==> src/design/hsl_pkg.sv <==
// Package: shared constants and types for the HSL lightness gain pixel core.
package hsl_pkg;
	localparam int FracBits = 16;
	localparam int FxW = FracBits + 2;
	localparam logic [FxW-1:0] FxOne = FxW'(1) << FracBits;

	// Reciprocal of an 8-bit divisor, scaled by 2^(FracBits+10).
	// It feeds a first estimate of a quotient, which is then corrected exactly.
	localparam int RecW = FracBits + 11;
	localparam int RecN = 256;

	typedef logic [7:0] chan_t;
	typedef logic [RecN-1:0][RecW-1:0] rec_tab_t;

	typedef struct packed {
		logic [FxW-1:0] lum;
		logic [FxW-1:0] sat;
		logic [2:0]     sector;
		logic [FxW-1:0] frac;
		logic           grey;
	} hsl_t;

	// elaboration only: rounded-up reciprocal of a constant divisor
	function automatic logic [RecW-1:0] recip(input logic [8:0] den);
		logic [RecW-1:0] r;
		r = '0;
		if (den != 9'd0) r = RecW'(((64'd1 << (FracBits + 10)) + 64'(den) - 64'd1) / 64'(den));
		return r;
	endfunction

	function automatic rec_tab_t make_rec_tab();
		rec_tab_t tab;
		for (int i = 0; i < RecN; i++) tab[i] = recip(9'(i));
		return tab;
	endfunction

	// reciprocal table for divisors 0..255, plus the one wide divisor (510)
	localparam rec_tab_t RecTab = make_rec_tab();
	localparam logic [RecW-1:0] Rec510 = recip(9'd510);
endpackage

==> src/design/hsl_rev.sv <==
// Lightness gain and HSL to RGB conversion, three stages.
module hsl_rev (
	input  logic                  clk,
	input  logic                  en,
	input  logic signed [8:0]     gain,
	input  hsl_pkg::hsl_t         hsl,
	output hsl_pkg::chan_t        red,
	output hsl_pkg::chan_t        green,
	output hsl_pkg::chan_t        blue
);
	import hsl_pkg::*;
	localparam int PW = 2 * FxW + 2;
	localparam int TW = FxW + 3;
	hsl_t h_s1, h_s2;
	logic [FxW-1:0] lum_s1, lum_s2, c_s2, x_s3, c_s3, lum_s3;
	logic [2:0] sec_s3;
	logic signed [FxW+10:0] lg;
	logic [FxW-1:0] lc, t, w, c, x;
	logic [PW-1:0] pc, px;
	logic [TW-1:0] cr, cg, cb;

	function automatic chan_t to_ch(input logic [TW-1:0] tv);
		logic [TW+8:0] v;
		v = ((TW+9)'(tv) * (TW+9)'(255) + (TW+9)'(FxOne)) >> (FracBits + 1);
		return (v > (TW+9)'(255)) ? 8'd255 : 8'(v);
	endfunction

	always_comb begin
		lg = $signed({1'b0, hsl.lum}) * ($signed({gain[8], gain}) + 10'sd1);
		if (lg < 0) lc = '0;
		else if (lg > $signed((FxW+11)'(FxOne))) lc = FxOne;
		else lc = FxW'(lg);
	end

	always_comb begin
		t = (lum_s1 >= (FxOne >> 1)) ? FxW'(2) * (FxOne - lum_s1) : FxW'(2) * lum_s1;
		pc = PW'(t) * PW'(h_s1.sat) + PW'(FxOne >> 1);
		c = FxW'(pc >> FracBits);
		w = h_s2.sector[0] ? FxOne - h_s2.frac : h_s2.frac;
		px = PW'(c_s2) * PW'(w) + PW'(FxOne >> 1);
		x = FxW'(px >> FracBits);
	end

	always_ff @(posedge clk) begin
		if (en) begin
			h_s1 <= hsl; lum_s1 <= lc;
			h_s2 <= h_s1; lum_s2 <= lum_s1; c_s2 <= c;
			x_s3 <= x; c_s3 <= c_s2; lum_s3 <= lum_s2; sec_s3 <= h_s2.sector;
		end
	end

	// twice channel value is 2*ch + 2L - C, never negative
	always_comb begin
		logic [TW-1:0] base, tc, tx;
		base = TW'(lum_s3) * TW'(2) - TW'(c_s3);
		tc = base + TW'(c_s3) * TW'(2);
		tx = base + TW'(x_s3) * TW'(2);
		case (sec_s3)
			3'd0: begin cr = tc; cg = tx; cb = base; end
			3'd1: begin cr = tx; cg = tc; cb = base; end
			3'd2: begin cr = base; cg = tc; cb = tx; end
			3'd3: begin cr = base; cg = tx; cb = tc; end
			3'd4: begin cr = tx; cg = base; cb = tc; end
			default: begin cr = tc; cg = base; cb = tx; end
		endcase
		red = to_ch(cr);
		green = to_ch(cg);
		blue = to_ch(cb);
	end
endmodule

==> config.mk <==
export PLATFORM = sky130hd
export DESIGN_NAME = hsl_rev
export DESIGN_NICKNAME = d
export VERILOG_FILES = /design/src/design/hsl_pkg.sv /design/src/design/hsl_rev.sv
export SDC_FILE = /design/constraint.sdc
export NUM_CORES = 2
export LEC_CHECK = 0
export BUFFER_PORTS_ARGS = -buffer_cell sky130_fd_sc_hd__buf_2
export CAP_MARGIN = 30
export CORE_ASPECT_RATIO = 0.5
export CORE_MARGIN = 5
export CORE_UTILIZATION = 34
export DETAILED_ROUTE_END_ITERATION = 8
export GPL_TIMING_DRIVEN = 0
export SLEW_MARGIN = 30
export SYNTH_ARGS = -nofsm -noshare
export SYNTH_HDL_FRONTEND = slang
export SYNTH_SLANG_ARGS = --single-unit
==> constraint.sdc <==
create_clock -name clk -period 12.3 [get_ports clk]
set_input_delay 1.23 -clock clk [delete_from_list [all_inputs] [get_ports clk]]
set_output_delay 1.23 -clock clk [all_outputs]
set_load 0.01 [all_outputs]
== Word-level counts from Yosys, hierarchy flattened ==
Index checks and enable logic that the tools add are counted.
Cells by class
  add/subtract/negate cells: 11
  multiply operators: 6
  divide/modulo/power cells: 0
  order comparisons: 6
  equality and inequality tests: 4
  shift operators: 0
  multiplexer cells: 9
  bitwise logic cells: 0
  reduce and logical (&&, ||, !) cells: 8
Operator list (number)
  case mux 21 bit (2 select lines): 3
  adder 29 x 17 -> 30 bit (second input constant): 3
  multiplier 21 x 8 -> 29 bit (second input constant): 3
  adder 34 x 16 -> 34 bit (second input constant): 2
  multiplier 18 x 18 -> 34 bit: 2
  adder 20 x 20 -> 21 bit: 2
  greater-than comparator 13 x 8 -> 1 bit (second input constant): 3
  two-way mux 18 bit: 2
  greater-than comparator 29 x 18 -> 1 bit (second input constant): 1
  < comparator 29 x 1 -> 1 bit (second input constant): 1
  multiplier 19 x 10 -> 29 bit: 1
  two-way mux 8 bit: 3
  subtractor 19 x 18 -> 20 bit: 1
  greater-or-equal comparator 18 x 16 -> 1 bit (second input constant): 1
  subtractor 17 x 18 -> 18 bit (first input constant): 1
  two-way mux 17 bit: 1
  subtractor 17 bit (first input constant): 1
  OR reduction 2 bit: 7
  adder 9 x 2 -> 10 bit (second input constant): 1
  equality test 3 x 2 -> 1 bit (second input constant): 2
  equality test 3 x 1 -> 1 bit (second input constant): 1
  equality test 3 bit (second input constant): 1
  logical NOT 3 bit: 1
Storage, ports and cells
  bits in registers: 171
  latch bits: 0
  memory bits (writable): 0
  ROM bits: 0
  input port bits: 69
  output and inout bits: 24
  word-level logic and storage cells: 57
  memories: 0

== Depth between registers and ports, before layout ==
  word-level depth: 7
  gate-level depth with buffers: 38
  mapped depth without buffers: 38

== Worst setup path before layout ==
No wires, ideal clock.
  path type: reg2out
  from: register c_s3[1]
  to: output port blue[0]
  arrival: 8660 ps
  required time: 11070 ps
  path slack: 2410 ps
  stages on the path, launching flop included: 36
  path buffers: 0
  cells stage by stage: edfxtp_1 -> inv_1 -> ha_1 -> nor2b_1 -> o31a_1 -> o22ai_1 -> a31oi_1 -> o21ai_1 -> o21ai_0 -> nor3_1 -> ha_1 -> a21o_1 -> a21oi_1 -> nor2_1 -> a311o_1 -> a21oi_1 -> nor3_1 -> o21ai_0 -> nand2_1 -> or3b_2 -> fa_1 -> fa_1 -> inv_1 -> fa_1 -> inv_1 -> fa_1 -> ha_1 -> and4_1 -> nand3_1 -> nor2_1 -> o41ai_1 -> a31oi_1 -> o21a_1 -> or4_1 -> a21oi_1 -> o21ai_0
On the way
  word-level cells in the longest chain between the ends: 7
  elaborated cells between the ends (all ways): 8
  those cells by class: 4 x add/sub; 1 x mul; 1 x order compare; 2 x mux
RTL lines
  from (decl): line hsl_rev.sv:15  | logic [FxW-1:0] lum_s1, lum_s2, c_s2, x_s3, c_s3, lum_s3;
  from (signal assigned): line hsl_rev.sv:48  | x_s3 <= x; c_s3 <= c_s2; lum_s3 <= lum_s2; sec_s3 <= h_s2.sector;
  subtractor 19 x 18 -> 20 bit: line hsl_rev.sv:55  | base = TW'(lum_s3) * TW'(2) - TW'(c_s3);
  adder 20 x 20 -> 21 bit, on equally long branches: line hsl_rev.sv:57, hsl_rev.sv:56
  case mux 21 bit (2 select lines) *: line hsl_rev.sv:58  | case (sec_s3)
  multiplier 21 x 8 -> 29 bit *: line hsl_rev.sv:24  | v = ((TW+9)'(tv) * (TW+9)'(255) + (TW+9)'(FxOne)) >> (FracBits + 1);
  adder 29 x 17 -> 30 bit *: line hsl_rev.sv:24
  greater-than comparator 13 x 8 -> 1 bit: line hsl_rev.sv:25  | return (v > (TW+9)'(255)) ? 8'd255 : 8'(v);
  two-way mux 8 bit *: line hsl_rev.sv:25
  to (decl): line hsl_rev.sv:9  | output hsl_pkg::chan_t blue
Mark *: on every way between the ends. The rest lies on a longest branch, timed or not.

== Final worst setup path ==
  from: register c_s3[0]
  to: output port blue[0]
Same word-level chain as after synthesis.

==> results.toml <==
[worst_setup_path]
critPathRequiredTime_ns = 11.07
crit_path_end = "blue[0]"
reg2reg_depth = 28
reg2reg_to = "c_s2[17]$_DFFE_PP_"
r2r_start = "lum_s1[0]$_SDFFCE_PP0P_"
critPathLaunch = "c_s3[0]$_DFFE_PP_"
cpMostUsedCell = "fa_1"
reg2reg_slack_ns = 1.94
cp-start-kind = "flip-flop"
path_class = "reg2out"
cpMaxStageDelayCell = "xnor2_1"
cp_max_fo = 8
crit_path_end_kind = "primary output"
critPathMaxStageDelay_ns = 0.77
critical_path_arrival_ns = 10.44

[clock_network]
htree_levels = 4
cts.sinks = 171
numCtsBuffers = 17
clk_latency_ns = 0.48
clkTransAtPathRegs_ns = 0.08
cts_tree = "built"
root_buffer = "clkbuf_16"
cts_buffer_depth = 2
ctsHoldBuffers = 0

[die]
die_x_um = 534
dieHeight_um = 272
die_area_mm2 = 0.145
core_region_area_mm2 = 0.137
num_rows = 96
ios = 93
initial_core_util_pct = 34.1

[route]
post_drt_wl_per_cell_um = 16.7
via_count = 33404
detail_route.vias_per_cell = 4.78
firstDrtPassIters = 5
totalWireLength_um = 117000
drt_iter0_drc = 1987
drc = 0
ant_nets = 0

[sta]
period_share_pct = 94.9
tightest_slew_ns = 1.03
hold_ws_ns = 0.409
min_period_ns = 11.67
fmax_mhz = 85.7
fin_skew_ns = 0.0200
setup_viol = 0
slew_violations = 0
hold_viol = 0
worst_slew_margin_rel_pct = 31.1
rsz0062_at_grt = "no"

[global_routing]
grt_usage_pct = 16.5
first_global_vias = 35250
grt_pass1_wl_um = 192000
overflow = 0
grt_antenna_before_repair = 11
grt_max_degree = 73

[place]
port_buffers = 74
gp_congestion = 0.943
placed_cells_incl_taps = 6947
dp_hpwl_um = 98600

[yosys]
synth_flop_cell = "edfxtp_1"
synthesis.area_mm2 = 0.0467
yosys_warnings = 0
synth-edff-count = 171
synth_fp_nets = 6575
async_flop_share_pct = 0
ys_ff_latch = 171
yosysUniqueCellTypes = 83
synthCells = 5057
ys_seq_area_share_pct = 11.0
synth_area_per_cell_um2 = 9.23

[cells_and_area]
regArea_mm2 = 0.00513
drive_gt1_share_pct = 3.58
layout.cells.non_filler = 6985
multi_input_area_mm2 = 0.0367
syn2layout_area_growth_pct = 7.83
nFillCells = 13847
fin_util_pct = 36.8
final_nets = 6673

[worst_hold_path]
hold_path_class = "reg2reg"

[flow_run]
drv_cap = 0

[status]
status = "finished clean"
## cells in the final DEF, fill, tap and decap left out, types with 39 or more instances in the layout
| cell type | netlist | layout |
|---|---|---|
| nor2_1 | 165 | 165 |
| ha_1 | 550 | 550 |
| nor3_1 | 46 | 43 |
| nor2b_1 | 103 | 103 |
| nand2b_1 | 54 | 54 |
| clkbuf_1 | 134 | 134 |
| inv_1 | 1215 | 1215 |
| nand2_1 | 647 | 647 |
| nand3_1 | 39 | 39 |
| a21oi_1 | 145 | 142 |
| xnor2_1 | 113 | 97 |
| fa_1 | 899 | 899 |
| xor2_1 | 57 | 48 |
| buf_2 | 1 | 74 |
| edfxtp_1 | 171 | 171 |
| o21ai_0 | 116 | 113 |
| and2_1 | 193 | 193 |
## per-layer routing
layer | wire, um | part of all wire (%) | vias up | global-route usage (%)
li1 | - | - | 15772 | -
met1 | 53700 | 46 | 16654 | 23.1
met2 | 53100 | 45 | 814 | 26.7
met3 | 6840 | 5.9 | 150 | 2.51
met4 | 2960 | 2.5 | 14 | 4.17
met5 | 76 | 0.065 | - | 0
## worst min path at each step
stage | start | endpoint | slack (ns) | cells past startpoint
2_1_floorplan | h_s1[10]$_DFFE_PP_ | h_s2[10]$_DFFE_PP_ | 0.40 | 0
3_3_place_gp | lum_s2[7]$_DFFE_PP_ | lum_s3[7]$_DFFE_PP_ | 0.40 | 0
3_5_place_dp | h_s1[11]$_DFFE_PP_ | h_s2[11]$_DFFE_PP_ | 0.40 | 0
4_1_cts | h_s1[11]$_DFFE_PP_ | h_s2[11]$_DFFE_PP_ | 0.41 | 0
5_1_grt | h_s1[4]$_DFFE_PP_ | h_s2[4]$_DFFE_PP_ | 0.42 | 0
6_report | h_s1[11]$_DFFE_PP_ | h_s2[11]$_DFFE_PP_ | 0.41 | 0
## cell type report
cell class	instances	share of cell area, %
flip-flops and latches	171	10.2
clock buffers	17	0.845
repair buffers	79	0.917
multi-input cells	3515	72.8
diodes	4	0.0199
plain buffers	155	1.17
clock inverters	15	0.420
well taps	1813	4.51
inverters	1216	9.07
## worst max-delay path: cells and delay by family (launching register included)
| family | cells | cell delay (ns) |
|---|---|---|
| buf+inv | 4 | 0.36 |
| flops | 1 | 0.58 |
| fa+ha+maj | 7 | 3.11 |
| xor+xnor | 2 | 1.47 |
| compound gates | 12 | 3.35 |
| simple gates | 7 | 1.10 |
## sequential cells by signal, indices dropped and copies added (netlist names)
signal / cells
c_s2: 18
h_s1: 39
x_s3: 18
sec_s3: 3
lum_s3: 18
h_s2: 21
lum_s1: 18
lum_s2: 18
c_s3: 18
## Yosys cell counts (all sizes together), types with 14 or more instances
library cell | instances | share of area (%)
inv | 1215 | 9.8
fa | 899 | 39
nand2 | 648 | 5.2
ha | 550 | 15
and2 | 194 | 2.6
edfxtp | 171 | 11
nor2 | 166 | 1.4
a21oi | 145 | 1.6
clkbuf | 134 | 1.1
o21ai | 118 | 1.3
xnor2 | 114 | 2.2
nor2b | 103 | 1.4
xor2 | 58 | 1.1
nand2b | 54 | 0.72
nor3 | 46 | 0.49
nand3 | 39 | 0.42
a21o | 36 | 0.58
o21a | 30 | 0.48
buf | 21 | 0.19
nand4 | 18 | 0.24
a211oi | 16 | 0.26
nor4 | 16 | 0.21
o31ai | 16 | 0.26
o22ai | 14 | 0.19
## cell families (layout without fill, tap and decap cells)
kind of cell / Yosys count / in the layout / share of synthesized area (%)
AO/OA/AOI/OAI: 513 / 513 / 7.10
XOR/XNOR: 172 / 172 / 3.28
adder cells (fa/ha/maj): 1450 / 1450 / 53.3
buffers and inverters: 1371 / 1482 / 11.0
flip-flops: 171 / 171 / 11.0
multiplexers: 14 / 14 / 0.303
other: 1 / 5 / 0.00803
AND/OR/NAND/NOR: 1365 / 1365 / 13.9
## stage by stage
| stage | worst slack (ns) | setup TNS, ns | cell area, um^2 |
|---|---|---|---|
| 2_1_floorplan | 2.41 | 0 | 46700 |
| 3_3_place_gp | -0.300 | -1.63 | 49300 |
| 3_5_place_dp | 0.267 | 0 | 49500 |
| 4_1_cts | 0.0967 | 0 | 50200 |
| 5_1_grt | 0.00321 | 0 | 50300 |
| 6_report | 0.625 | 0 | 50300 |
## repair_timing
item                                    in CTS  in global routing
setup buffers                                1                  1
pin swaps                                    1                  1
gates resized for setup                      2                 13
endpoints found under the setup margin      11                 24
hold endpoints to repair                     0                  0
Power is not shown: default switching activity piles up to over one toggle a cycle in this logic, so the estimate is an artifact.
